**src/hdl/dio_pkg.sv**
```systemverilog
// Package for the DIO option parser: field codes, option types, status codes.
// No dependencies.
package dio_pkg;

	localparam int unsigned MAX_MESSAGE_BYTES_DEF = 255;

	localparam logic [7:0] T_PAD1   = 8'd0;
	localparam logic [7:0] T_METRIC = 8'd2;
	localparam logic [7:0] T_ROUTE  = 8'd3;
	localparam logic [7:0] T_CONF   = 8'd4;
	localparam logic [7:0] T_PREFIX = 8'd8;
	localparam logic [7:0] MT_ENERGY = 8'd2;
	localparam logic [7:0] MT_ETX    = 8'd7;

	localparam logic [1:0] ST_OK        = 2'd0;
	localparam logic [1:0] ST_MALFORMED = 2'd1;
	localparam logic [1:0] ST_UNHANDLED = 2'd2;

	localparam logic [5:0] F_INSTANCE = 6'd0;
	localparam logic [5:0] F_VERSION  = 6'd1;
	localparam logic [5:0] F_RANK     = 6'd2;
	localparam logic [5:0] F_GROUNDED = 6'd3;
	localparam logic [5:0] F_MOP      = 6'd4;
	localparam logic [5:0] F_PREF     = 6'd5;
	localparam logic [5:0] F_DTSN     = 6'd6;
	localparam logic [5:0] F_DODAGID  = 6'd7;
	localparam logic [5:0] F_MTYPE    = 6'd8;
	localparam logic [5:0] F_MFLAGS   = 6'd9;
	localparam logic [5:0] F_AGGR     = 6'd10;
	localparam logic [5:0] F_PREC     = 6'd11;
	localparam logic [5:0] F_MLEN     = 6'd12;
	localparam logic [5:0] F_ETX      = 6'd13;
	localparam logic [5:0] F_EFLAGS   = 6'd14;
	localparam logic [5:0] F_EEST     = 6'd15;
	localparam logic [5:0] F_RPLEN    = 6'd16;
	localparam logic [5:0] F_RFLAGS   = 6'd17;
	localparam logic [5:0] F_RLIFE    = 6'd18;
	localparam logic [5:0] F_RBYTE    = 6'd19;
	localparam logic [5:0] F_IDOUB    = 6'd20;
	localparam logic [5:0] F_IMIN     = 6'd21;
	localparam logic [5:0] F_REDUN    = 6'd22;
	localparam logic [5:0] F_MAXRANK  = 6'd23;
	localparam logic [5:0] F_MINHOP   = 6'd24;
	localparam logic [5:0] F_OCP      = 6'd25;
	localparam logic [5:0] F_DEFLIFE  = 6'd26;
	localparam logic [5:0] F_LUNIT    = 6'd27;
	localparam logic [5:0] F_PLEN     = 6'd28;
	localparam logic [5:0] F_PFLAGS   = 6'd29;
	localparam logic [5:0] F_PLIFE    = 6'd30;
	localparam logic [5:0] F_PBYTE    = 6'd31;
	localparam logic [5:0] F_STATUS   = 6'd32;

	localparam int unsigned MAX_RES = 5;
	localparam int unsigned QDEPTH = 4;

	typedef struct packed {
		logic [5:0]  code;
		logic [3:0]  idx;
		logic [31:0] val;
		logic        lastr;
	} rec_t;

	// Group of up to five records produced by one byte.
	typedef struct packed {
		logic [2:0]           cnt;
		rec_t [MAX_RES-1:0]   rec;
	} grp_t;

	typedef struct packed {
		logic [7:0] doublings;
		logic [7:0] imin;
		logic [7:0] redundancy;
	} dflt_t;

endpackage

```
**src/hdl/dio_front.sv**
```systemverilog
// Front part: per-byte parser state; turns each byte into a group of records.
// Depends on dio_pkg.
module dio_front #(
	parameter int unsigned MAX_MESSAGE_BYTES = dio_pkg::MAX_MESSAGE_BYTES_DEF
) (
	input  logic          clk,
	input  logic          arst_n,
	input  logic          en,
	input  logic [7:0]    data_byte,
	input  logic          last_byte,
	input  dio_pkg::dflt_t dflt,
	output dio_pkg::grp_t grp
);
	import dio_pkg::*;

	logic [7:0]  pos_q;
	logic [8:0]  off_q;
	logic [7:0]  otype_q;
	logic [8:0]  olen_q;
	logic [7:0]  mtype_q;
	logic [4:0]  pexp_q;
	logic [31:0] word_q;
	logic        cseen_q;
	logic [1:0]  err_q;

	logic [8:0]  off_n, olen_n;
	logic [7:0]  otype_n, mtype_n;
	logic [4:0]  pexp_n;
	logic        cseen_n;
	logic [1:0]  err_n;
	logic [31:0] w, wnew;
	logic [7:0]  b;
	logic        completes;
	logic [4:0]  nb;
	logic [8:0]  o;
	grp_t        g;

	function automatic rec_t mk(logic [5:0] c, logic [3:0] i, logic [31:0] v, logic l);
		rec_t r;
		r.code = c; r.idx = i; r.val = v; r.lastr = l;
		return r;
	endfunction

	always_comb begin
		b = data_byte;
		wnew = {word_q[23:0], b};
		// field decode sees the assembled word with the current byte shifted in
		w = wnew;
		o = off_q;
		off_n = off_q; olen_n = olen_q; otype_n = otype_q; mtype_n = mtype_q;
		pexp_n = pexp_q; cseen_n = cseen_q; err_n = err_q;
		g = '0;
		nb = 5'((9'(b) + 9'd7) >> 3);
		completes = (off_q <= 9'd1) ? (b == 8'd0) : (off_q + 9'd1 == olen_q);
		if (err_q == ST_OK) begin
			if (32'(pos_q) >= 32'(MAX_MESSAGE_BYTES)) begin
				err_n = ST_MALFORMED;
			end else if (pos_q < 8'd24) begin
				if (last_byte && pos_q < 8'd23) begin
					err_n = ST_MALFORMED;
				end else begin
					case (pos_q)
						8'd0: begin g.rec[0] = mk(F_INSTANCE, 4'd0, 32'(b), 1'b0); g.cnt = 3'd1; end
						8'd1: begin g.rec[0] = mk(F_VERSION, 4'd0, 32'(b), 1'b0); g.cnt = 3'd1; end
						8'd3: begin g.rec[0] = mk(F_RANK, 4'd0, {16'd0, wnew[15:0]}, 1'b0); g.cnt = 3'd1; end
						8'd4: begin
							g.rec[0] = mk(F_GROUNDED, 4'd0, 32'(b[7]), 1'b0);
							g.rec[1] = mk(F_MOP, 4'd0, 32'((b & 8'h3c) >> 3), 1'b0);
							g.rec[2] = mk(F_PREF, 4'd0, 32'(b & 8'h07), 1'b0);
							g.cnt = 3'd3;
						end
						8'd5: begin g.rec[0] = mk(F_DTSN, 4'd0, 32'(b), 1'b0); g.cnt = 3'd1; end
						default: begin
							if (pos_q >= 8'd8) begin
								g.rec[0] = mk(F_DODAGID, 4'(pos_q - 8'd8), 32'(b), 1'b0);
								g.cnt = 3'd1;
							end
						end
					endcase
				end
			end else if (last_byte && !completes) begin
				err_n = ST_MALFORMED;
			end else if (o == 9'd0) begin
				otype_n = b;
				if (b != T_PAD1) off_n = 9'd1;
			end else begin
				if (o == 9'd1) begin
					olen_n = 9'd2 + 9'(b);
					if (otype_q == T_METRIC && olen_n < 9'd6) err_n = ST_MALFORMED;
					else if (otype_q == T_ROUTE && olen_n < 9'd9) err_n = ST_MALFORMED;
					else if (otype_q == T_CONF) begin
						if (olen_n != 9'd16) err_n = ST_MALFORMED; else cseen_n = 1'b1;
					end else if (otype_q == T_PREFIX && olen_n != 9'd32) err_n = ST_MALFORMED;
				end else begin
					case (otype_q)
						T_METRIC: begin
							if (o == 9'd2) begin
								if (b != MT_ETX && b != MT_ENERGY) err_n = ST_UNHANDLED;
								else if (olen_q < 9'd8) err_n = ST_MALFORMED;
								else begin
									mtype_n = b;
									g.rec[0] = mk(F_MTYPE, 4'd0, 32'(b), 1'b0); g.cnt = 3'd1;
								end
							end else if (o == 9'd4) begin
								g.rec[0] = mk(F_MFLAGS, 4'd0, 32'({w[15:8], b[7]}), 1'b0);
								g.rec[1] = mk(F_AGGR, 4'd0, 32'(b[5:4]), 1'b0);
								g.rec[2] = mk(F_PREC, 4'd0, 32'(b[3:0]), 1'b0);
								g.cnt = 3'd3;
							end else if (o == 9'd5) begin
								g.rec[0] = mk(F_MLEN, 4'd0, 32'(b), 1'b0); g.cnt = 3'd1;
							end else if (o == 9'd6 && mtype_q == MT_ENERGY) begin
								g.rec[0] = mk(F_EFLAGS, 4'd0, 32'(b), 1'b0); g.cnt = 3'd1;
							end else if (o == 9'd7) begin
								if (mtype_q == MT_ETX)
									g.rec[0] = mk(F_ETX, 4'd0, {16'd0, wnew[15:0]}, 1'b0);
								else
									g.rec[0] = mk(F_EEST, 4'd0, 32'(b), 1'b0);
								g.cnt = 3'd1;
							end
						end
						T_ROUTE: begin
							if (o == 9'd2) begin
								if (b > 8'd128 || 9'(nb) + 9'd8 > olen_q) err_n = ST_MALFORMED;
								else begin
									pexp_n = nb;
									g.rec[0] = mk(F_RPLEN, 4'd0, 32'(b), 1'b0); g.cnt = 3'd1;
								end
							end else if (o == 9'd3) begin
								g.rec[0] = mk(F_RFLAGS, 4'd0, 32'(b), 1'b0); g.cnt = 3'd1;
							end else if (o == 9'd7) begin
								g.rec[0] = mk(F_RLIFE, 4'd0, wnew, 1'b0); g.cnt = 3'd1;
							end else if (o >= 9'd8 && (o - 9'd8) < 9'(pexp_q)) begin
								g.rec[0] = mk(F_RBYTE, 4'(o - 9'd8), 32'(b), 1'b0); g.cnt = 3'd1;
							end
						end
						T_CONF: begin
							g.cnt = 3'd1;
							case (o)
								9'd3:  g.rec[0] = mk(F_IDOUB, 4'd0, 32'(b), 1'b0);
								9'd4:  g.rec[0] = mk(F_IMIN, 4'd0, 32'(b), 1'b0);
								9'd5:  g.rec[0] = mk(F_REDUN, 4'd0, 32'(b), 1'b0);
								9'd7:  g.rec[0] = mk(F_MAXRANK, 4'd0, {16'd0, wnew[15:0]}, 1'b0);
								9'd9:  g.rec[0] = mk(F_MINHOP, 4'd0, {16'd0, wnew[15:0]}, 1'b0);
								9'd11: g.rec[0] = mk(F_OCP, 4'd0, {16'd0, wnew[15:0]}, 1'b0);
								9'd13: g.rec[0] = mk(F_DEFLIFE, 4'd0, 32'(b), 1'b0);
								9'd15: g.rec[0] = mk(F_LUNIT, 4'd0, {16'd0, wnew[15:0]}, 1'b0);
								default: g.cnt = 3'd0;
							endcase
						end
						T_PREFIX: begin
							if (o == 9'd2) begin
								g.rec[0] = mk(F_PLEN, 4'd0, 32'(b), 1'b0); g.cnt = 3'd1;
							end else if (o == 9'd3) begin
								g.rec[0] = mk(F_PFLAGS, 4'd0, 32'(b), 1'b0); g.cnt = 3'd1;
							end else if (o == 9'd11) begin
								g.rec[0] = mk(F_PLIFE, 4'd0, wnew, 1'b0); g.cnt = 3'd1;
							end else if (o >= 9'd16 && o < 9'd32) begin
								g.rec[0] = mk(F_PBYTE, 4'(o - 9'd16), 32'(b), 1'b0); g.cnt = 3'd1;
							end
						end
						default: ;
					endcase
				end
				if (err_n == ST_OK)
					off_n = (o + 9'd1 == olen_n) ? 9'd0 : o + 9'd1;
			end
		end
		if (last_byte) begin
			if (err_n == ST_OK && off_n != 9'd0) err_n = ST_MALFORMED;
			if (!cseen_n) begin
				g.rec[g.cnt]         = mk(F_IDOUB, 4'd0, 32'(dflt.doublings), 1'b0);
				g.rec[g.cnt + 3'd1]  = mk(F_IMIN, 4'd0, 32'(dflt.imin), 1'b0);
				g.rec[g.cnt + 3'd2]  = mk(F_REDUN, 4'd0, 32'(dflt.redundancy), 1'b0);
				g.cnt = g.cnt + 3'd3;
			end
			g.rec[g.cnt] = mk(F_STATUS, 4'd0, 32'(err_n), 1'b1);
			g.cnt = g.cnt + 3'd1;
		end
		grp = g;
	end

	always_ff @(posedge clk or negedge arst_n) begin
		if (!arst_n) begin
			pos_q <= '0; off_q <= '0; otype_q <= '0; olen_q <= '0; mtype_q <= '0;
			pexp_q <= '0; word_q <= '0; cseen_q <= 1'b0; err_q <= '0;
		end else if (en) begin
			if (last_byte) begin
				pos_q <= '0; off_q <= '0; otype_q <= '0; olen_q <= '0; mtype_q <= '0;
				pexp_q <= '0; word_q <= '0; cseen_q <= 1'b0; err_q <= '0;
			end else begin
				if (pos_q != 8'd255) pos_q <= pos_q + 8'd1;
				word_q <= wnew; off_q <= off_n; otype_q <= otype_n; olen_q <= olen_n;
				mtype_q <= mtype_n; pexp_q <= pexp_n; cseen_q <= cseen_n; err_q <= err_n;
			end
		end
	end

endmodule

```
**src/hdl/dio_back.sv**
```systemverilog
// Back part: queue of record groups, drained one record per pop.
// Depends on dio_pkg.
module dio_back (
	input  logic           clk,
	input  logic           arst_n,
	input  logic           wr,
	input  dio_pkg::grp_t  grp,
	output logic           full,
	output logic           empty,
	input  logic           pop,
	output dio_pkg::rec_t  rec
);
	import dio_pkg::*;

	localparam int unsigned AW = $clog2(QDEPTH);

	grp_t              mem_q [QDEPTH];
	logic [AW-1:0]     wp_q, rp_q;
	logic [AW:0]       cnt_q;
	logic [2:0]        sub_q;
	logic              do_wr, do_rd, grp_done;

	// Groups with no records are not stored.
	assign do_wr    = wr && (grp.cnt != 3'd0);
	assign full     = (cnt_q == (AW+1)'(QDEPTH));
	assign empty    = (cnt_q == '0);
	assign rec      = mem_q[rp_q].rec[sub_q];
	assign grp_done = (sub_q + 3'd1 == mem_q[rp_q].cnt);
	assign do_rd    = pop && !empty && grp_done;

	always_ff @(posedge clk) begin
		if (do_wr) mem_q[wp_q] <= grp;
	end

	always_ff @(posedge clk or negedge arst_n) begin
		if (!arst_n) begin
			wp_q <= '0; rp_q <= '0; cnt_q <= '0; sub_q <= '0;
		end else begin
			if (do_wr) wp_q <= wp_q + AW'(1);
			if (pop && !empty) begin
				if (grp_done) begin
					rp_q <= rp_q + AW'(1);
					sub_q <= '0;
				end else begin
					sub_q <= sub_q + 3'd1;
				end
			end
			cnt_q <= cnt_q + (AW+1)'(do_wr) - (AW+1)'(do_rd);
		end
	end

endmodule

```
**src/hdl/dio_option_parser.sv**
```systemverilog
// Top level of the DIO option parser: config registers, front parser, result queue.
// Depends on dio_pkg, dio_front, dio_back.
//
// Usage:
//  - Input channel: push data_byte/last_byte while full is low; each
//    transaction is one payload byte of a DIO message, last_byte on the final.
//  - Result channel: while empty is low, field_code/byte_index/value/last_result
//    show the oldest record; pop it to advance. The status record carries
//    last_result = 1 and closes the message.
//  - Configuration: APB write at 0x0 / 0x4 / 0x8 sets the default interval
//    doublings, interval min and redundancy (reset 8, 12, 10); reads return them.
//  - Throughput: one byte per cycle while full is low. Each byte is parsed in its
//    accept cycle and its records (zero to five) land in a four-group queue.
//  - A byte's record group is registered into the queue as the byte is accepted.
//  - The back side drains one record per cycle while pop is high; a byte that
//    makes several records takes as many pops, so a stalled or slow reader fills
//    the queue and raises full, which holds the input until groups drain.
//  - Reset clears parser state and the queue; no clearing pass is needed.
module dio_option_parser #(
	parameter int unsigned MAX_MESSAGE_BYTES = dio_pkg::MAX_MESSAGE_BYTES_DEF
) (
	input  logic        clk,
	input  logic        arst_n,
	input  logic [7:0]  data_byte,
	input  logic        last_byte,
	input  logic        push,
	output logic        full,
	output logic [5:0]  field_code,
	output logic [3:0]  byte_index,
	output logic [31:0] value,
	output logic        last_result,
	output logic        empty,
	input  logic        pop,
	input  logic        psel,
	input  logic        penable,
	input  logic        pwrite,
	input  logic [3:0]  paddr,
	input  logic [31:0] pwdata,
	output logic [31:0] prdata,
	output logic        pready
);
	import dio_pkg::*;

	dflt_t dflt_q;
	grp_t  grp;
	rec_t  rec;
	logic  accept;

	assign pready = 1'b1;
	assign accept = push && !full;

	// Register file: word addresses 0..2.
	always_ff @(posedge clk or negedge arst_n) begin
		if (!arst_n) begin
			dflt_q <= '{doublings: 8'd8, imin: 8'd12, redundancy: 8'd10};
		end else if (psel && penable && pwrite) begin
			case (paddr)
				4'h0: dflt_q.doublings  <= pwdata[7:0];
				4'h4: dflt_q.imin       <= pwdata[7:0];
				4'h8: dflt_q.redundancy <= pwdata[7:0];
				default: ;
			endcase
		end
	end

	always_comb begin
		case (paddr)
			4'h0: prdata = 32'(dflt_q.doublings);
			4'h4: prdata = 32'(dflt_q.imin);
			4'h8: prdata = 32'(dflt_q.redundancy);
			default: prdata = '0;
		endcase
	end

	dio_front #(.MAX_MESSAGE_BYTES(MAX_MESSAGE_BYTES)) u_front (
		.clk(clk), .arst_n(arst_n), .en(accept),
		.data_byte(data_byte), .last_byte(last_byte), .dflt(dflt_q), .grp(grp)
	);

	dio_back u_back (
		.clk(clk), .arst_n(arst_n), .wr(accept), .grp(grp),
		.full(full), .empty(empty), .pop(pop), .rec(rec)
	);

	assign field_code  = rec.code;
	assign byte_index  = rec.idx;
	assign value       = rec.val;
	assign last_result = rec.lastr;

endmodule

```
**config.mk**
```make
export PLATFORM = sky130hd
export DESIGN_NAME = dio_option_parser
export DESIGN_NICKNAME = d
export VERILOG_FILES = /design/src/hdl/dio_pkg.sv /design/src/hdl/dio_front.sv /design/src/hdl/dio_back.sv /design/src/hdl/dio_option_parser.sv
export SDC_FILE = /design/constraint.sdc
export NUM_CORES = 1
export LEC_CHECK = 0
export ABC_AREA = 0
export BUFFER_PORTS_ARGS = -buffer_cell sky130_fd_sc_hd__buf_2
export CAP_MARGIN = 30
export CORE_ASPECT_RATIO = 0.7
export CORE_MARGIN = 2
export CORE_UTILIZATION = 30
export DETAILED_ROUTE_END_ITERATION = 16
export GPL_TIMING_DRIVEN = 0
export HOLD_SLACK_MARGIN = 0.06
export REMOVE_ABC_BUFFERS = 1
export SLEW_MARGIN = 20
export SYNTH_ARGS = -nofsm -noshare
export SYNTH_HDL_FRONTEND = slang
export SYNTH_SLANG_ARGS = --single-unit
export TNS_END_PERCENT = 1
```
**constraint.sdc**
```tcl
create_clock -name clk -period 6.1 [get_ports clk]
set_input_delay 0.61 -clock clk [delete_from_list [all_inputs] [get_ports clk]]
set_output_delay 0.61 -clock clk [all_outputs]
set_load 0.02 [all_outputs]
```
# Yosys cells after proc, flatten, opt, wreduce, memory -nomap -nowiden
# Memories as Yosys holds them, arrays and structs flattened.
# Index checks and enable logic that the tools add are counted.
# word_totals
latchBits,0
elab_cells,318
mem_count,1
in_bits,52
regBits,108
rom_bits,0
ramBits,872
output_inout_bits,78
# classes
n_lt_le_gt_ge,23
mul,0
muxes,169
eq_ne,40
n_reduce_logical,52
shift,0
addsub,17
div_mod_pow,0
bitwise_logic,0
# memory_table
memory,depth,width,rd,rd_ports_with_merged_regs,wr,line_no,source
u_back.mem_q,4,218,1,0,1,dio_back.sv:17,grp_t mem_q [QDEPTH];
# op_table
cell,n
129-bit two-way mux,7
215-bit bitwise mux,4
218-bit two-way mux,3
43-bit two-way mux,14
43-bit demux with 3-bit select,4
42-bit one-hot mux with 8 select lines,1
84-bit two-way mux,3
42-bit two-way mux,5
40-bit one-hot mux with 5 select lines,1
9-bit two-way mux,21
43-bit one-hot mux with 4 select lines,1
8-bit two-way mux,19
43-bit binary-select mux with 3-bit select,1
83-bit two-way mux,1
41-bit two-way mux,2
3-bit two-way mux,18
2-bit two-way mux,25
5-bit two-way mux,10
40-bit two-way mux,1
39-bit two-way mux,1
"9-bit by 3-bit equality test with 1-bit output, second input constant",4
"9-bit by 4-bit equality test with 1-bit output, second input constant",4
"8-bit by 2-bit equality test with 1-bit output, second input constant",4
"8-bit by 3-bit equality test with 1-bit output, second input constant",4
66 further kinds,143

# Longest topological paths before layout
# Gate-level depths: netlist of the first run.
# depth
depth_word,33
mapped_depth,25
ltp_nobuf,20

# Modules after synthesis
# A second synthesis of the first run with hierarchy kept.
# unflattened
hier_cells,2887
area_unflattened_um2,44453.9
# modules_own_cells
mod,seq_area_each_um2,area_each_um2,cells_per_inst,n_inst
dio_back,26435.4,34006.4,1543,1
dio_front,1851.8,9069.9,1243,1
dio_option_parser,606.8,1377.6,101,1

# Worst setup path before layout of the first run
# Ideal clock, no wire load.
# synth_timing
path_kind,input port to flip-flop
start,input port data_byte[3]
end,"memory u_back.mem_q[0][10] in the netlist's numbering, enable pin"
path_buffers,2
stages,17
t_required_ps,5634
t_arrival_ps,6285
path_slack_ps,-650
setup_ps,466
path_cell_list,buf_1 inv_1 nor3_1 xnor2_1 inv_1 ha_1 ha_1 a21o_1 a21oi_1 a211oi_2 or3_2 a31oi_1 nor2_1 a221o_1 buf_2 a21oi_1 and2_1
# synth_via
elab_chain_cells,22
elab_cells_between_ends,48
cone_classes,5 x add/sub; 4 x order compare; 3 x eq/ne; 27 x mux; 9 x reduce/logical
# synth_lines
element,line_no,source
from (decl),dio_option_parser.sv:24,"input logic [7:0] data_byte,"
8-bit by 3-bit adder with 8-bit output,dio_front.sv:53,nb = 5'((9'(b) + 9'd7) >> 3);
5-bit by 4-bit adder with 6-bit output,dio_front.sv:123,if (b > 8'd128 || 9'(nb) + 9'd8 > olen_q) err_n = ST_MALFORMED;
9-bit greater-than comparator,dio_front.sv:123,
1-bit logical OR,dio_front.sv:123,
1-bit two-way mux,dio_front.sv:123,
3-bit two-way mux,dio_front.sv:122,if (o == 9'd2) begin
3-bit one-hot mux with 4 select lines,dio_front.sv:95,case (otype_q)
3-bit two-way mux,dio_front.sv:87,if (o == 9'd1) begin
[... 7 more ...],-,
218-bit two-way mux,dio_front.sv:168,if (last_byte) begin
3-bit by 1-bit adder with 3-bit output,dio_front.sv:177,g.cnt = g.cnt + 3'd1;
218-bit two-way mux (*),dio_front.sv:168,
3-bit nonzero test (*),dio_back.sv:24,assign do_wr = wr && (grp.cnt != 3'd0);
1-bit logical AND (*),dio_back.sv:24,
via u_back.do_wr,dio_back.sv:21,"logic do_wr, do_rd, grp_done;"
1-bit two-way mux (*),dio_back.sv:32,if (do_wr) mem_q[wp_q] <= grp;
1-bit two-way mux (implied by the code) (*),dio_back.sv:32,
to (decl),dio_back.sv:17,
# The timed path passes the listed nets; every way through them passes the cells marked *. The select of a mux whose other input is x is not followed.

==> qor.yml, run 1 <==
run_status:
  status: "complete, no violations"
logic_synthesis:
  async_flop_share: 0.220
  yosysWarnings: 0
  ys_seq_area_frac: 0.594
  synth_area_um2: 24000
  avgSynthCellArea_um2: 13.1
  synthFlopType: "edfxtp_1"
  synth.ff_latch_count: 492
  synth.distinct_cells: 91
  syn_inst: 1830
  synth-edff-count: 384
sta:
  post-route-min-period_ns: 5.90
  setup_tns_ns: 0
  tightest_slew_ns: 1.02
  fin_skew_ns: 0.0390
  finalHoldViolations: 0
  rsz0062_at_grt: "no"
  worst_slew_margin_rel: 0.321
  timing.final.crit_share: 0.968
  fmax_mhz: 169
  finalMaxSlewViolations: 0
  setup_viol: 0
cts:
  cts_inserted_buffers: 50
  clk_pin_slew_worst_paths_ns: 0.06
  clock-sinks: 492
  clockBufferDepth: 3
  cts_tree: "built"
  clock_latency_ns: 0.62
  root_buffer: "clkbuf_16"
  htree_levels: 2
critical_path:
  crit_buf_inv: 3
  crit_slowest_cell: "a221o_2"
  end_kind: "flip-flop"
  slowest_delay_ns: 0.52
  r2r_end: "u_back.mem_q[3][89]"
  path_max_fanout: 16
  crit_type: "primary input to flip-flop"
  reg2reg_depth: 15
  cp_cell_sequence: "clkbuf_4, clkinvlp_4, ha_1, a21boi_4, nor2_1, xnor2_2, ha_1, ha_1, a21o_1, a21oi_2, a211oi_2, or3_2, a31oi_1, nor2_1, a221o_2, buf_8, ha_4, nor2_1, mux2_2, and2_4, a221oi_1, a21oi_1"
  r2r_start: "u_front.o[0]"
  setup.worst_path.start_class: "primary input"
  crit_family: "compound AO/OA/AOI/OAI gates"
  worstPathArrival_ns: 6.19
  r2r_setup_slack_ns: 0.21
  cp.required_ns: 6.38
global_route:
  grt_max_degree: 60
  antenna_found_initial: 1
  grt_use_total: 0.158
  grt_overflow_total: 0
  grt_pass1_vias: 15576
  grt_pass1_wl_um: 99400
power_and_ir_drop:
  ir_worst_vdd_uv: 241
  p_per_area_nw_per_um2: 421
  leakage_nw: 9.79
  total_power_mw: 11.6
route:
  drtIter0Drc: 1715
  drc: 0
  routed_wl_um: 66000
  ant_nets: 0
  drt-pass1-iter-count: 6
  num_vias: 15888
  viasPerCell: 5.30
  routedWlPerCell_um: 22.0
finish:
  layout_commonest_cell: "edfxtp_1"
  syn2layout_area_growth_pct: 15.0
  finalNonFillerCells: 2996
  mostFrequentLayoutCells: "384 x edfxtp_1, 184 x nand2_1, 121 x nor2_1, 99 x dfrtp_1, 98 x mux4_2"
  nNetsFinal: 1989
  diodes: 0
  drive_above_1_share: 0.211
place:
  post-dp-hpwl_um: 45400
  dp.cells: 2893
  routabilityCongestion: 0.901
  io_buffers: 80
floorplan:
  rows: 86
  die_area_um2: 82200
  die_width_um: 342
  start_util: 0.304
  die_y_um: 240
  core_um2: 78900
  io_pins: 130
worst_hold_path:
  whs_path_depth: 2
  hp-class: "primary input to flip-flop"
  hold-path-endpoint: "dflt_q[2]"
  hold_start: "pwdata[2]"
job:
  maxCapViolations: 0
-- worst max-delay path by stage --
stage / from / endpoint / slack [ns] / cells after the start
after floorplan: data_byte[1] / u_back.mem_q[0][10] / -0.78 / 16
after global placement: data_byte[1] / u_back.mem_q[0][137] / -4.88 / 17
after detailed placement: data_byte[1] / u_back.mem_q[2][47] / -1.88 / 20
after CTS: data_byte[1] / u_back.mem_q[0][131] / -0.009 / 22
after global routing: data_byte[1] / u_back.mem_q[0][130] / 0.03 / 22
final: data_byte[1] / u_back.mem_q[0][131] / 0.20 / 22
-- sequential cells by signal, indices dropped and copies added (netlist names), 5 cells and up --
| name | flops |
|---|---|
| u_front.word_q | 24 |
| u_back.mem_q | 384 |
| u_front.mtype_q | 8 |
| u_front.otype_q | 8 |
| u_front.olen_q | 9 |
| u_front.pos_q | 8 |
| dflt_q | 24 |
| u_front.pexp_q | 5 |
| u_front.o | 9 |
-- Yosys cell counts (37+ instances only) --
master | count | area (um^2)
dfrtp_1 | 103 | 2580
edfxtp_1 | 384 | 11500
mux4_2 | 98 | 2210
nand2_1 | 184 | 691
o21ai_0 | 99 | 495
inv_1 | 42 | 158
nor2b_1 | 50 | 313
nor2_1 | 122 | 458
mux2_2 | 52 | 586
ha_1 | 37 | 463
a21oi_1 | 90 | 450
clkbuf_1 | 64 | 240
-- power breakdown --
part | switching, mW | internal, mW
sequential | 0.462 | 4.28
combinational | 2.32 | 1.63
clock | 1.34 | 1.59
-- cells by family after synthesis --
family / synth area share
AOI/OAI and AO/OA: 0.0901
xor gates and xnor gates: 0.0128
adders and majority gates: 0.0202
buffers and inverters: 0.0333
DFF: 0.594
muxes: 0.130
other: 0.000313
and+or+nand+nor: 0.119
-- final cells by class --
type,count,area (um^2)
clock buffer,66,1310
multi-input combinational,1191,9190
clock inverter,27,246
fill,7614,51300
sequential,492,14200
inverter,45,179
tap,1056,1320
timing repair buffer,119,1050
-- per-layer routing --
layer | wire length [um] | vias to the layer above | global-route usage
met2 | 28700 | 662 | 0.231
met4 | 991 | 0 | 0.0315
met3 | 5400 | 80 | 0.0348
li1 | - | 7032 | -
met1 | 30900 | 8114 | 0.239
met5 | 0 | - | 0
-- through the flow --
step | hold WS [ns] | instance area (um^2) | utilization | setup WS, ns
5_1_grt | 0.281 | 27600 | 0.349 | 0.0314
3_5_place_dp | 0.464 | 25800 | 0.327 | -1.88
3_3_place_gp | 0.457 | 25200 | 0.319 | -4.88
6_report | 0.283 | 27600 | 0.349 | 0.198
2_1_floorplan | 0.314 | 23400 | - | -0.778
4_1_cts | 0.264 | 27400 | 0.348 | -0.00884
-- timing repair --
item | in CTS | in global routing
gates resized for setup | 19 | 10
cloned | 0 | 0
endpoints found under the setup margin | 729 | 330
hold endpoints to repair | 49 | 0
hold buffers | 1 | 0
setup buffers | 0 | 4
pin swaps | 0 | 1
No activity file was read; power rests on OpenSTA's default activity.
==> run 2: changes to the inputs <==
--- a/config.mk
+++ b/config.mk
@@ -10,10 +10,12 @@
 export CAP_MARGIN = 30
 export CORE_ASPECT_RATIO = 0.7
 export CORE_MARGIN = 2
-export CORE_UTILIZATION = 30
+export CORE_UTILIZATION = 57
+export CTS_BUF_LIST = sky130_fd_sc_hd__clkbuf_4
 export DETAILED_ROUTE_END_ITERATION = 16
 export GPL_TIMING_DRIVEN = 0
 export HOLD_SLACK_MARGIN = 0.06
+export PLACE_DENSITY = 0.78
 export REMOVE_ABC_BUFFERS = 1
 export SLEW_MARGIN = 20
 export SYNTH_ARGS = -nofsm -noshare
==> run 2 against run 1 <==
Non-clock buffer count rose by 2. First-iteration DRC count is 30% higher. Largest power group unchanged. Highest routed layer unchanged. Die area decreased by 47%. Final cell count is 13% lower. Count of clock-buffer cells in the layout increased by 125. Maximum frequency shrank 1.1%. Core utilization is 30 points higher. Flip-flop and latch count unchanged. Design area down 2.5%.
==> qor.yml, run 2 (synthesis results as in run 1) <==
run_status:
  status: "complete, no violations"  # unchanged
floorplan:
  core_um2: 41300  # was 78,900 um^2
  die_y_um: 176  # was 240 um
  die_width_um: 249  # was 342 um
  rows: 62  # was 86
  io_pins: 130  # unchanged
  die_area_um2: 43700  # was 82,200 um^2
  start_util: 0.581  # was 0.304
finish:
  regArea_um2: 14200  # unchanged
  largest_reg_flops: 384  # unchanged
  drive_above_1_share: 0.254  # was 0.211
  nNetsFinal: 2055  # was 1,989
  layout_commonest_cell: "edfxtp_1"  # unchanged
  syn2layout_area_growth_pct: 12.1  # was 15.0%
  fill_cells: 2969  # was 7,614
  finalNonFillerCells: 2612  # was 2,996
  multi_input_area_um2: 9140  # was 9190 um^2
  largest_register: "u_back.mem_q"  # unchanged
  fin_util: 0.651  # was 0.349
  mostFrequentLayoutCells: "384 x edfxtp_1, 192 x clkbuf_4, 183 x nand2_1, 122 x nor2_1, 99 x dfrtp_1"  # was 384 x edfxtp_1, 184 x nand2_1, 121 x nor2_1, 99 x dfrtp_1, 98 x mux4_2
  largestRegisters: "u_back.mem_q (384), dflt_q (24), u_front.word_q (24)"  # unchanged
critical_path:
  cp_cell_sequence: "ha_1, nor4b_4, and2_2, a211oi_1, and4_1, a31oi_2, nor2_2, nor2b_2, clkinv_2, ha_4, nor4_1, a21oi_1, o21ai_0, mux2i_1, o21ai_0"  # was clkbuf_4, clkinvlp_4, ha_1, a21boi_4, nor2_1, xnor2_2, ha_1, ha_1, a21o_1, a21oi_2, a211oi_2, or3_2, a31oi_1, nor2_1, a221o_2, buf_8, ha_4, nor2_1, mux2_2, and2_4, a221oi_1, a21oi_1
  crit_family: "simple AND/OR/NAND/NOR gates"  # was compound AO/OA/AOI/OAI gates
  setup.worst_path.start_class: "flip-flop"  # was primary input
  crit_type: "flip-flop to flip-flop"  # was primary input to flip-flop
  reg2reg_depth: 15  # unchanged
  end_kind: "flip-flop"  # unchanged
  path_max_fanout: 33  # was 16
  cp.required_ns: 6.63  # was 6.38 ns
  crit_buf_inv: 1  # was 3
  slowest_delay_ns: 0.71  # was 0.52 ns
  cp_num_cells: 15  # was 22
  crit_slowest_cell: "dfrtp_1"  # was a221o_2
  worstPathArrival_ns: 6.50  # was 6.19 ns
  cp_common_cell: "o21ai_0"
job:
  maxCapViolations: 0  # unchanged
cts:
  clk_pin_slew_worst_paths_ns: 0.07  # was 0.06 ns
  cts_inserted_buffers: 114  # was 50
  root_buffer: "clkbuf_4"  # was clkbuf_16
  clock-sinks: 492  # unchanged
  htree_levels: 3  # was 2
  clockBufferDepth: 3  # unchanged
  cts_tree: "built"  # unchanged
  clock_latency_ns: 0.87  # was 0.62 ns
  post_cts_buffers: 0  # unchanged
power_and_ir_drop:
  p_per_area_nw_per_um2: 423  # was 421 nW/um^2
  leakage_nw: 9.94  # was 9.79 nW
  ir_worst_vdd_uv: 243  # was 241 uV
place:
  dp.cells: 2381  # was 2,893
  post-dp-hpwl_um: 41700  # was 45,400 um
  dp_slack_ns: -1.73  # was -1.88 ns
  routabilityCongestion: 0.936  # was 0.901
  io_buffers: 80  # unchanged
sta:
  setup_viol: 0  # unchanged
  hold_ws_ns: 0.126  # was 0.283 ns
  finalMaxSlewViolations: 0  # unchanged
  timing.final.crit_share: 0.979  # was 0.968
  post-route-min-period_ns: 5.97  # was 5.90 ns
  finalHoldViolations: 0  # unchanged
  tightest_slew_ns: 0.980  # was 1.02 ns
  fmax_mhz: 168  # was 169 MHz
  worst_slew_margin_rel: 0.346  # was 0.321
  setup_ws_ns: 0.131  # was 0.198 ns
  fin_skew_ns: 0.0600  # was 0.0390 ns
global_route:
  grt_use_total: 0.285  # was 0.158
  antenna_found_initial: 2  # was 1
  grt_overflow_total: 0  # unchanged
  grt_max_degree: 67  # was 60
  grt_pass1_wl_um: 95300  # was 99,400 um
  grt_pass1_vias: 16314  # was 15,576
route:
  routed_wl_um: 61900  # was 66,000 um
  viasPerCell: 6.38  # was 5.30
  drtIter0Drc: 2227  # was 1,715
  drc: 0  # unchanged
  wl_met2_um: 27100  # was 28,700 um
  drt-pass1-iter-count: 5  # was 6
  wl_met1_um: 27000  # was 30,900 um
  wl_met3_um: 6570  # was 5400 um
  ant_nets: 0  # unchanged
  routed.top_layer: "met4"  # unchanged
  routedWlPerCell_um: 23.7  # was 22.0 um
  num_vias: 16673  # was 15,888
worst_hold_path:
  hp-class: "primary input to flip-flop"  # unchanged
  whs_path_depth: 2  # unchanged
run 2: timing repair:
item,4_1_cts,5_1_grt
hold buffers,8,0
hold endpoints to repair,66,0
pin swaps,0,0
setup endpoints to repair,451,197
resized for setup,9,10
run 2: final timing paths:
check	start	end	slack, ns
setup / recovery	u_front.o[0]	u_back.mem_q[3][90]	0.13
hold / removal	pwdata[3]	dflt_q[11]	0.13
setup reg to reg	u_front.o[0]	u_back.mem_q[3][90]	0.13
hold reg to reg	u_front.word_q[22]	u_front.word_q[22]	0.47
max in group asynchronous	arst_n	dflt_q[3]	5.04
min in group asynchronous	arst_n	u_back.rp_q[1]	0.24
run 2: layer usage:
metal	vias up	GRT usage
li1	7273	-
met1	8361	0.434
met2	930	0.413
met3	109	0.0659
met4	0	0.0818
met5	-	0
run 2: metrics by stage:
step	cell area (um^2)	TNS [ns]	power, mW
5_1_grt	26900	-0.0561	11.9
4_1_cts	26800	0	11.4
3_3_place_gp	24500	-2008.20	8.61
2_1_floorplan	23400	-298.72	7.35
6_report	26900	0	11.4
3_5_place_dp	25100	-527.11	8.60
run 2: cell type report:
type / count / share of cell area
antenna: 3 / 0.000280
clock buffer: 191 / 0.0534
clock inverter: 25 / 0.00554
inverter: 45 / 0.00652
multi-input combinational: 1191 / 0.340
sequential: 492 / 0.531
tap: 544 / 0.0253
timing repair buffer: 121 / 0.0381
run 2: power by group:
part           leakage, nW  internal (mW)  switching [mW]
combinational         3.99           1.61            2.30
clock                0.945           1.46            1.31
sequential            5.00           4.28           0.413
run 2: worst register-to-register path: stages (launching register included):
cell and delay [ns]:
dfrtp_1 0.71, ha_1 0.41, nor4b_4 0.45, and2_2 0.46
a211oi_1 0.08, and4_1 0.25, a31oi_2 0.34, nor2_2 0.21
nor2b_2 0.53, clkinv_2 0.45, ha_4 0.46, nor4_1 0.44
a21oi_1 0.07, o21ai_0 0.16, mux2i_1 0.09, o21ai_0 0.58
==> run 3: changes to the inputs <==
--- a/config.mk
+++ b/config.mk
@@ -10,7 +10,7 @@
 export CAP_MARGIN = 30
 export CORE_ASPECT_RATIO = 0.7
 export CORE_MARGIN = 2
-export CORE_UTILIZATION = 57
+export CORE_UTILIZATION = 60
 export CTS_BUF_LIST = sky130_fd_sc_hd__clkbuf_4
 export DETAILED_ROUTE_END_ITERATION = 16
 export GPL_TIMING_DRIVEN = 0
==> constraint.sdc (replaced) <==
create_clock -name clk -period 7.1 [get_ports clk]
set_input_delay 0.71 -clock clk [delete_from_list [all_inputs] [get_ports clk]]
set_output_delay 0.71 -clock clk [all_outputs]
set_load 0.02 [all_outputs]
==> run 3 against run 2 <==
First-iteration DRC count shrank 13%. Global-route usage grew 2.0 points. Flip-flop and latch count is the same. Final cell count shrank 0.88%. Count of clock-buffer cells in the layout shrank 26. Highest routed layer is now met5. Via count shrank 0.18%. Critical endpoint is now u_back.mem_q[2][49]. Die area shrank 4.9%. Setup slack lost 0.082 ns. Design area shrank 0.67%. Combinational power shrank 13%. Critical path depth grew 5.
==> qor.yml, run 3 (synthesis results as in run 1) <==
run_status:
  status: "complete, no violations"  # unchanged
sta:
  fin_skew_ns: 0.0444  # was 0.0600 ns
  setup_tns_ns: 0  # unchanged
  setup_ws_ns: 0.0492  # was 0.131 ns
  setup_viol: 0  # unchanged
  finalMaxSlewViolations: 0  # unchanged
  post-route-min-period_ns: 7.05
  timing.final.crit_share: 0.993
  fmax_mhz: 142
  rsz0062_at_grt: "yes"
  worst_slew_margin_rel: 0.298  # was 0.346
  tightest_slew_ns: 1.04  # was 0.980 ns
  finalHoldViolations: 0  # unchanged
global_route:
  grt_use_total: 0.305  # was 0.285
  antenna_found_initial: 2  # unchanged
  grt_pass1_vias: 16475  # was 16,314
  grt_max_degree: 75  # was 67
  grt_pass1_wl_um: 95800  # was 95,300 um
  grt_overflow_total: 0  # unchanged
power_and_ir_drop:
  pwr-share-seq: 0.415  # was 0.412
  p_int_mw: 6.20  # was 7.34 mW
  leakage_nw: 9.86  # was 9.94 nW
  ir_worst_vdd_uv: 381  # was 243 uV
  p_comb_frac: 0.350  # was 0.344
  swShare: 0.359  # was 0.354
  p_clk_frac: 0.234  # was 0.243
  power_switching_mw: 3.48  # was 4.03 mW
  p_per_area_nw_per_um2: 363  # was 423 nW/um^2
place:
  place_area_um2: 25100  # about the same
  dp_slack_ns: -0.894  # was -1.73 ns
  dp.cells: 2374  # was 2,381
  io_buffers: 80  # unchanged
  post-dp-hpwl_um: 42200  # was 41,700 um
  routabilityCongestion: 0.932  # was 0.936
cts:
  root_buffer: "clkbuf_4"  # unchanged
  clock_latency_ns: 0.86  # was 0.87 ns
  cts_tree: "built"  # unchanged
  htree_levels: 3  # unchanged
  clockBufferDepth: 3  # unchanged
  cts_inserted_buffers: 111  # was 114
  clock-sinks: 492  # unchanged
  clk_pin_slew_worst_paths_ns: 0.07  # about the same
route:
  drt-pass1-iter-count: 5  # unchanged
  drc: 0  # unchanged
  viasPerCell: 6.43  # was 6.38
  routedWlPerCell_um: 24.3  # was 23.7 um
  drtIter0Drc: 1932  # was 2,227
  num_vias: 16643  # was 16,673
  ant_nets: 0  # unchanged
  routed_wl_um: 62800  # was 61,900 um
finish:
  largest_register: "u_back.mem_q"  # unchanged
  fin_util: 0.675  # was 0.651
  syn2layout_area_growth_pct: 11.3  # was 12.1%
  largestRegisters: "u_back.mem_q (384), dflt_q (24), u_front.word_q (24)"  # unchanged
  post-route-cell-area_um2: 26700  # was 26,900 um^2
  mostFrequentLayoutCells: "384 x edfxtp_1, 184 x nand2_1, 166 x clkbuf_4, 122 x nor2_1, 100 x dfrtp_1"  # was 384 x edfxtp_1, 192 x clkbuf_4, 183 x nand2_1, 122 x nor2_1, 99 x dfrtp_1
  fill_cells: 2836  # was 2,969
  nNetsFinal: 2048  # was 2,055
  drive_above_1_share: 0.242  # was 0.254
  largest_reg_flops: 384  # unchanged
  finalNonFillerCells: 2589  # was 2,612
  layout_commonest_cell: "edfxtp_1"  # unchanged
critical_path:
  cp.required_ns: 7.75  # was 6.63 ns
  crit_type: "primary input to flip-flop"  # was flip-flop to flip-flop
  setup.worst_path.start_class: "primary input"  # was flip-flop
  worstPathArrival_ns: 7.70  # was 6.50 ns
  path_max_fanout: 32  # was 33
  end_kind: "flip-flop"  # unchanged
floorplan:
  rows: 61  # was 62
  core_um2: 39500  # was 41,300 um^2
  io_pins: 130  # unchanged
  die_y_um: 171  # was 176 um
  die_width_um: 243  # was 249 um
  die_area_um2: 41600  # was 43,700 um^2
  start_util: 0.606  # was 0.581
worst_hold_path:
  hp-class: "primary input to flip-flop"  # unchanged
job:
  maxCapViolations: 0  # unchanged
run 3: cell count changes in the layout (fill, tap and decap cells not counted), moves of 2 or more:
cell           previous run  this run
buf_12                    8        11
buf_6                     3         5
clkbuf_4                192       166
clkinv_1                 19        31
clkinv_2                  3         8
diode_2                   3         1
dlygate4sd3_1             8         1
ha_4                      2         0
run 3: worst max-delay path: stages:
cell,delay [ns]
buf_2,0.23
inv_1,0.23
ha_1,0.28
a21boi_0,0.49
nor2_1,0.13
xnor2_1,0.32
ha_1,0.30
ha_1,0.30
a21o_1,0.17
a21oi_1,0.36
a211oi_2,0.14
or3_2,0.54
a31oi_1,0.18
nor2_1,0.11
a221o_1,0.60
clkinv_2,0.59
ha_2,0.66
and3_1,0.64
and2_1,0.39
a22o_1,0.30
run 3: metrics by stage:
step           hold WS (ns)  total power, mW
2_1_floorplan         0.414             6.32
3_3_place_gp          0.454             7.41
3_5_place_dp          0.462             7.42
4_1_cts              0.0810             9.68
5_1_grt              0.0953             10.2
6_report              0.123             9.68
run 3: layout make-up:
class,instances,area (um^2),area share
clock inverters,43,249,0.00933
well taps,535,669,0.0251
flip-flops and latches,492,14200,0.534
multi-input cells,1191,9100,0.341
inverters,45,170,0.00638
clock buffers,165,1240,0.0464
repair buffers,117,1000,0.0376
diodes,1,2.50,0.0000938
run 3: timing repair:
item                                   in CTS  in global routing
setup endpoints to repair                   8                 44
resized for setup                           1                  1
setup buffers                               0                  0
hold buffers                                1                  0
endpoints found under the hold margin      34                  0
run 3: worst paths after layout:
kind                                    start  cells after the start  slack (ns)                   to
max                              data_byte[1]                     20        0.05  u_back.mem_q[2][49]
min                                 pwdata[4]                      2        0.12            dflt_q[4]
max reg2reg                      u_front.o[0]                     13        0.26  u_back.mem_q[2][49]
min reg2reg                u_front.word_q[16]                      2        0.48   u_front.word_q[16]
max in group asynchronous              arst_n                      3        5.96           dflt_q[19]
min in group asynchronous              arst_n                      2        0.32   u_front.word_q[19]
run 3: routing by layer:
| layer | global-route usage | wire [um] | vias to the layer above |
|---|---|---|---|
| met1 | 0.456 | 26800 | 8317 |
| met5 | 0 | 45 | - |
| met2 | 0.448 | 27800 | 988 |
| li1 | - | - | 7225 |
| met3 | 0.0774 | 6920 | 111 |
| met4 | 0.0862 | 1190 | 2 |
run 3: power by group through the flow:
stage	clock network, mW	registers, mW	logic [mW]
5_1_grt	2.46	4.06	3.63
4_1_cts	2.31	4.03	3.34
3_3_place_gp	0	4.40	3.01
2_1_floorplan	0	4.15	2.17
6_report	2.27	4.02	3.39
3_5_place_dp	0	4.09	3.33
